**src/sv/bmrs_pkg.sv**
```systemverilog
`timescale 1ns / 1ps
`default_nettype none
// ----------------------------------------------------------------------------
// bmrs_pkg
// Shared sizes, stack entry layout and controller command codes.
// ----------------------------------------------------------------------------
package bmrs_pkg;

  localparam int MAX_KEYS    = 1024;
  localparam int KEY_BITS    = 64;
  localparam int STACK_DEPTH = 128;

  localparam int KADDR_W = $clog2(MAX_KEYS);
  localparam int IDX_W   = KADDR_W + 1;
  localparam int SADDR_W = $clog2(STACK_DEPTH);
  localparam int TOP_W   = SADDR_W + 1;
  localparam int BIT_W   = 6;

  localparam logic [BIT_W-1:0] START_BIT_RST = 6'd63;
  localparam logic [63:0]      KEY_MASK      = 64'({64{1'b1}} >> (64 - KEY_BITS));

  typedef struct packed {
    logic [IDX_W-1:0] lo;
    logic [IDX_W-1:0] hi;
    logic [BIT_W-1:0] bit_no;
  } range_t;

  localparam int RANGE_W = $bits(range_t);

  typedef logic [3:0] op_t;

  localparam op_t OP_NONE   = 4'd0;
  localparam op_t OP_LOAD   = 4'd1;
  localparam op_t OP_READ   = 4'd2;
  localparam op_t OP_RDDATA = 4'd3;
  localparam op_t OP_INIT   = 4'd4;
  localparam op_t OP_POP    = 4'd5;
  localparam op_t OP_POPCHK = 4'd6;
  localparam op_t OP_PRD    = 4'd7;
  localparam op_t OP_PCHK   = 4'd8;
  localparam op_t OP_PSW1   = 4'd9;
  localparam op_t OP_PSW2   = 4'd10;
  localparam op_t OP_PUSH1  = 4'd11;
  localparam op_t OP_PUSH2  = 4'd12;
  localparam op_t OP_DONE   = 4'd13;

  typedef struct packed {
    op_t op;
  } cmd_t;

  typedef struct packed {
    logic read_hit;
    logic out_busy;
    logic range_bad;
    logic bit_clr;
    logic j_last;
    logic bit_zero;
    logic stack_empty;
  } status_t;

endpackage
`default_nettype wire

```
**src/sv/bmrs_ctrl.sv**
```systemverilog
`timescale 1ns / 1ps
`default_nettype none
// ----------------------------------------------------------------------------
// bmrs_ctrl
// Sequencer for load, read and the in-place partition sort.
// ----------------------------------------------------------------------------
module bmrs_ctrl (
  input  wire logic              clk,
  input  wire logic              rst_n,
  input  wire logic              in_valid,
  output logic                   in_stall,
  input  wire logic              in_func,
  input  wire logic              in_last_key,
  input  wire bmrs_pkg::status_t status,
  output bmrs_pkg::cmd_t         cmd
);
  import bmrs_pkg::*;

  localparam logic [3:0] ST_IDLE   = 4'd0;
  localparam logic [3:0] ST_RDW    = 4'd1;
  localparam logic [3:0] ST_INIT   = 4'd2;
  localparam logic [3:0] ST_POP    = 4'd3;
  localparam logic [3:0] ST_POPCHK = 4'd4;
  localparam logic [3:0] ST_PRD    = 4'd5;
  localparam logic [3:0] ST_PCHK   = 4'd6;
  localparam logic [3:0] ST_PSW1   = 4'd7;
  localparam logic [3:0] ST_PSW2   = 4'd8;
  localparam logic [3:0] ST_PUSH1  = 4'd9;
  localparam logic [3:0] ST_PUSH2  = 4'd10;

  logic [3:0] state_r, state_nxt;
  logic       accept;
  logic [3:0] scan_end;

  assign in_stall = (state_r != ST_IDLE) || status.out_busy;
  assign accept   = in_valid && !in_stall;
  assign scan_end = status.bit_zero ? ST_POP : ST_PUSH1;

  always_comb begin
    state_nxt = state_r;
    cmd.op    = OP_NONE;
    unique case (state_r)
      ST_IDLE: begin
        if (accept && !in_func) begin
          cmd.op = OP_LOAD;
          if (in_last_key) begin
            state_nxt = ST_INIT;
          end
        end else if (accept) begin
          cmd.op = OP_READ;
          if (status.read_hit) begin
            state_nxt = ST_RDW;
          end
        end
      end
      ST_RDW: begin
        cmd.op    = OP_RDDATA;
        state_nxt = ST_IDLE;
      end
      ST_INIT: begin
        cmd.op    = OP_INIT;
        state_nxt = ST_POP;
      end
      ST_POP: begin
        if (status.stack_empty) begin
          cmd.op    = OP_DONE;
          state_nxt = ST_IDLE;
        end else begin
          cmd.op    = OP_POP;
          state_nxt = ST_POPCHK;
        end
      end
      ST_POPCHK: begin
        cmd.op    = OP_POPCHK;
        state_nxt = status.range_bad ? ST_POP : ST_PRD;
      end
      ST_PRD: begin
        cmd.op    = OP_PRD;
        state_nxt = ST_PCHK;
      end
      ST_PCHK: begin
        cmd.op = OP_PCHK;
        if (status.bit_clr) begin
          state_nxt = ST_PSW1;
        end else begin
          state_nxt = status.j_last ? scan_end : ST_PRD;
        end
      end
      ST_PSW1: begin
        cmd.op    = OP_PSW1;
        state_nxt = ST_PSW2;
      end
      ST_PSW2: begin
        cmd.op    = OP_PSW2;
        state_nxt = status.j_last ? scan_end : ST_PRD;
      end
      ST_PUSH1: begin
        cmd.op    = OP_PUSH1;
        state_nxt = ST_PUSH2;
      end
      ST_PUSH2: begin
        cmd.op    = OP_PUSH2;
        state_nxt = ST_POP;
      end
      default: begin
        state_nxt = ST_IDLE;
      end
    endcase
  end

  always_ff @(posedge clk) begin
    if (!rst_n) begin
      state_r <= ST_IDLE;
    end else begin
      state_r <= state_nxt;
    end
  end

endmodule
`default_nettype wire

```
**config.mk**
```make
export PLATFORM = sky130hd
export DESIGN_NAME = bmrs_ctrl
export DESIGN_NICKNAME = d
export VERILOG_FILES = /design/src/sv/bmrs_pkg.sv /design/src/sv/bmrs_ctrl.sv
export SDC_FILE = /design/constraint.sdc
export NUM_CORES = 1
export LEC_CHECK = 0
export BUFFER_PORTS_ARGS = -buffer_cell sky130_fd_sc_hd__buf_4
export CAP_MARGIN = 0
export CORE_AREA = 3 3 40 42
export DETAILED_ROUTE_END_ITERATION = 7
export DIE_AREA = 0 0 43 45
export SYNTH_ARGS = -nofsm -noshare
export SYNTH_HDL_FRONTEND = slang
export SYNTH_SLANG_ARGS = --single-unit
```
**constraint.sdc**
```tcl
create_clock -name clk -period 1.9 [get_ports clk]
set_input_delay 0.285 -clock clk [delete_from_list [all_inputs] [get_ports clk]]
set_output_delay 0.285 -clock clk [all_outputs]
set_load 0.03 [all_outputs]
```
==> out/qor.csv <==
metric,value,unit
place_congestion,0.760,
grt_usage,0.120,
reg.largest.list,state_r x4,
hp-class,input port to flip-flop,
multiInputGateArea,300,um2
grt_pass1_vias,427,
syn_inst,59,
drive_above_1_share,0.388,
path_cells,or4_4 -> or3_4 -> nand2_2 -> buf_6,
cpPeakStageDelay,520,ps
crit_path_end_kind,primary output,
die-width,43,um
final_area,599,um2
layout_common_cells,"buf_4 (21), nand2_1 (6), nand2b_1 (5), a21oi_1 (5)",
antenna_cells,0,
avgSynthCellArea,6.72,um2
cts_tree,done,
cp_num_buf_inv,1,
fin_ws,-13.5,ps
grt_pass1_wl,1840,um
clock_latency,230,ps
cp_max_fo,2,
cts_made_buffers,3,
firstDrtPassIters,4,
maxCapViolCount,0,
final_common_cell,buf_4,
die_area,1940,um2
coreArea,1280,um2
max_freq,523,MHz
fillers,138,
initial_core_util,0.309,
ys_seq_elements,4,
p_per_area,422,nW/um2
worstMarginPinSlew,247,ps
rows,13,
hold_slack,292,ps
finalNetCount,94,
synth.distinct_cells,26,
finClkSkew,3.49,ps
htree_levels,1,
clk_pin_slew,40,ps
fin_crit_sh,1.01,
peakVddDrop,0.267,mV
seqCellArea,81.3,um2
hold_viol_final,0,
setup_viol,1,
relSlewSlack,0.833,
dp_hpwl,774,um
cts_num_sinks,4,
leakage,0.000254,uW
cpLargestDelayFamily,simple AND/OR/NAND/NOR gates,
yosysWarnings,0,
cp-start-kind,flip-flop,
outcome,"complete, but fails checks",
antenna_found_initial,0,
viasPerCell,5.09,
cts_hold_buffers,0,
final.min_clock_period,1910,ps
cp.required,1620,ps
ant_nets,0,
finalPower,253,uW
synthesis.nets,71,
io_pins,17,
port_buffers,16,
placed_area,551,um2
die_y,45,um
drv_slew,0,
vias,484,
first_iter_violations,12,
dp_slack,173,ps
clock_path_buffers,2,
grt_max_degree,17,
slowest_stage,or4_4,
remaining_drc_errors,0,
routedWlPerCell,10.9,um
grt-ovfl-total,0,
drt_wl_total,1030,um
cts_root_buf,clkbuf_4,
arrival,1630,ps
criticalPathCategory,flip-flop to primary output,
top_register,state_r,
synthToLayoutAreaGrowth,51.1,%
seq_area_frac_synth,0.202,
largest_register_ffs,4,
synth_area,397,um2
failed_checks,setup timing,
grt_setup_unrepaired,true,
[report_power, final]
group,leakage (uW),switching [uW],internal [uW]
Sequential,0.0000328,0.456,85.3
Clock,0.0000138,33.0,70.5
Combinational,0.000208,29.2,34.5
Total,0.000254,62.7,190
[timing repair]
action                     4_1_cts  5_1_grt
gates resized for setup          4        0
pin swaps                        3        3
gates cloned                     0        0
buffers inserted                 2        0
setup endpoints to repair        1        1
[stage by stage]
stage               setup TNS, ps  cells  utilization
global placement                0     90        0.428
finish                      -13.5     95        0.466
global route                -56.6     95        0.466
CTS                         -60.3     95        0.466
floorplan                       0     59            -
detailed placement              0     90        0.428
[kinds of logic (layout without fill, tap and decap cells)]
kind of cell,Yosys count,count (layout),share of synthesized area
compound gates,18,18,0.293
buf+inv,6,27,0.0568
flops,4,4,0.202
mux,1,1,0.0252
simple gates,30,30,0.423
[cell type report]
type | count | area share
repair buffers | 22 | 0.282
flip-flops and latches | 4 | 0.136
clock buffers | 3 | 0.0376
well taps | 15 | 0.0313
inverters | 2 | 0.0125
multi-input cells | 49 | 0.501
[final timing paths]
path,slack (ps),startpoint,endpoint,cells after the start
worst max-delay path,-10,state_r[1],cmd[0],4
worst min-delay path,290,rst_n,state_r[2],2
worst max register to register,350,state_r[1],state_r[0],5
worst min register to register,700,state_r[0],state_r[0],4
[routing by layer]
metal,share of wire,up-vias,track usage,routed length [um]
met5,0,-,0,0
met4,0,0,0,0
met3,0.058,0,0.0518,60
met2,0.47,19,0.198,485
met1,0.47,207,0.158,488
li1,-,258,-,-
[synthesized netlist by cell type]
| cell | number | area share |
|---|---|---|
| a32oi_1 | 1 | 0.022 |
| or2_2 | 1 | 0.016 |
| or3_4 | 1 | 0.028 |
| a221oi_1 | 1 | 0.022 |
| and2_1 | 2 | 0.032 |
| o22ai_1 | 2 | 0.032 |
| nor3_1 | 2 | 0.025 |
| a21oi_1 | 5 | 0.063 |
| nor3b_1 | 1 | 0.019 |
| nand3b_1 | 2 | 0.038 |
| o32ai_1 | 1 | 0.022 |
| inv_1 | 2 | 0.019 |
| nand2b_1 | 5 | 0.079 |
| or4_1 | 1 | 0.019 |
| nand3_1 | 2 | 0.025 |
| nor2_1 | 4 | 0.038 |
| nand2_1 | 7 | 0.066 |
| dfxtp_1 | 4 | 0.20 |
| o31ai_1 | 1 | 0.019 |
| nor2b_1 | 1 | 0.016 |
| mux2i_1 | 1 | 0.025 |
| a31oi_1 | 2 | 0.032 |
| a31oi_2 | 1 | 0.032 |
| clkbuf_1 | 4 | 0.038 |
| o21ai_0 | 4 | 0.050 |
| nor4b_1 | 1 | 0.022 |
[worst reg2reg max path: stages (launching register included)]
cell	delay, ps
dfxtp_1	300
or4_4	520
or3_4	380
buf_4	150
nand2_1	50
nor2_1	40
(Power assumes the default switching activity.)
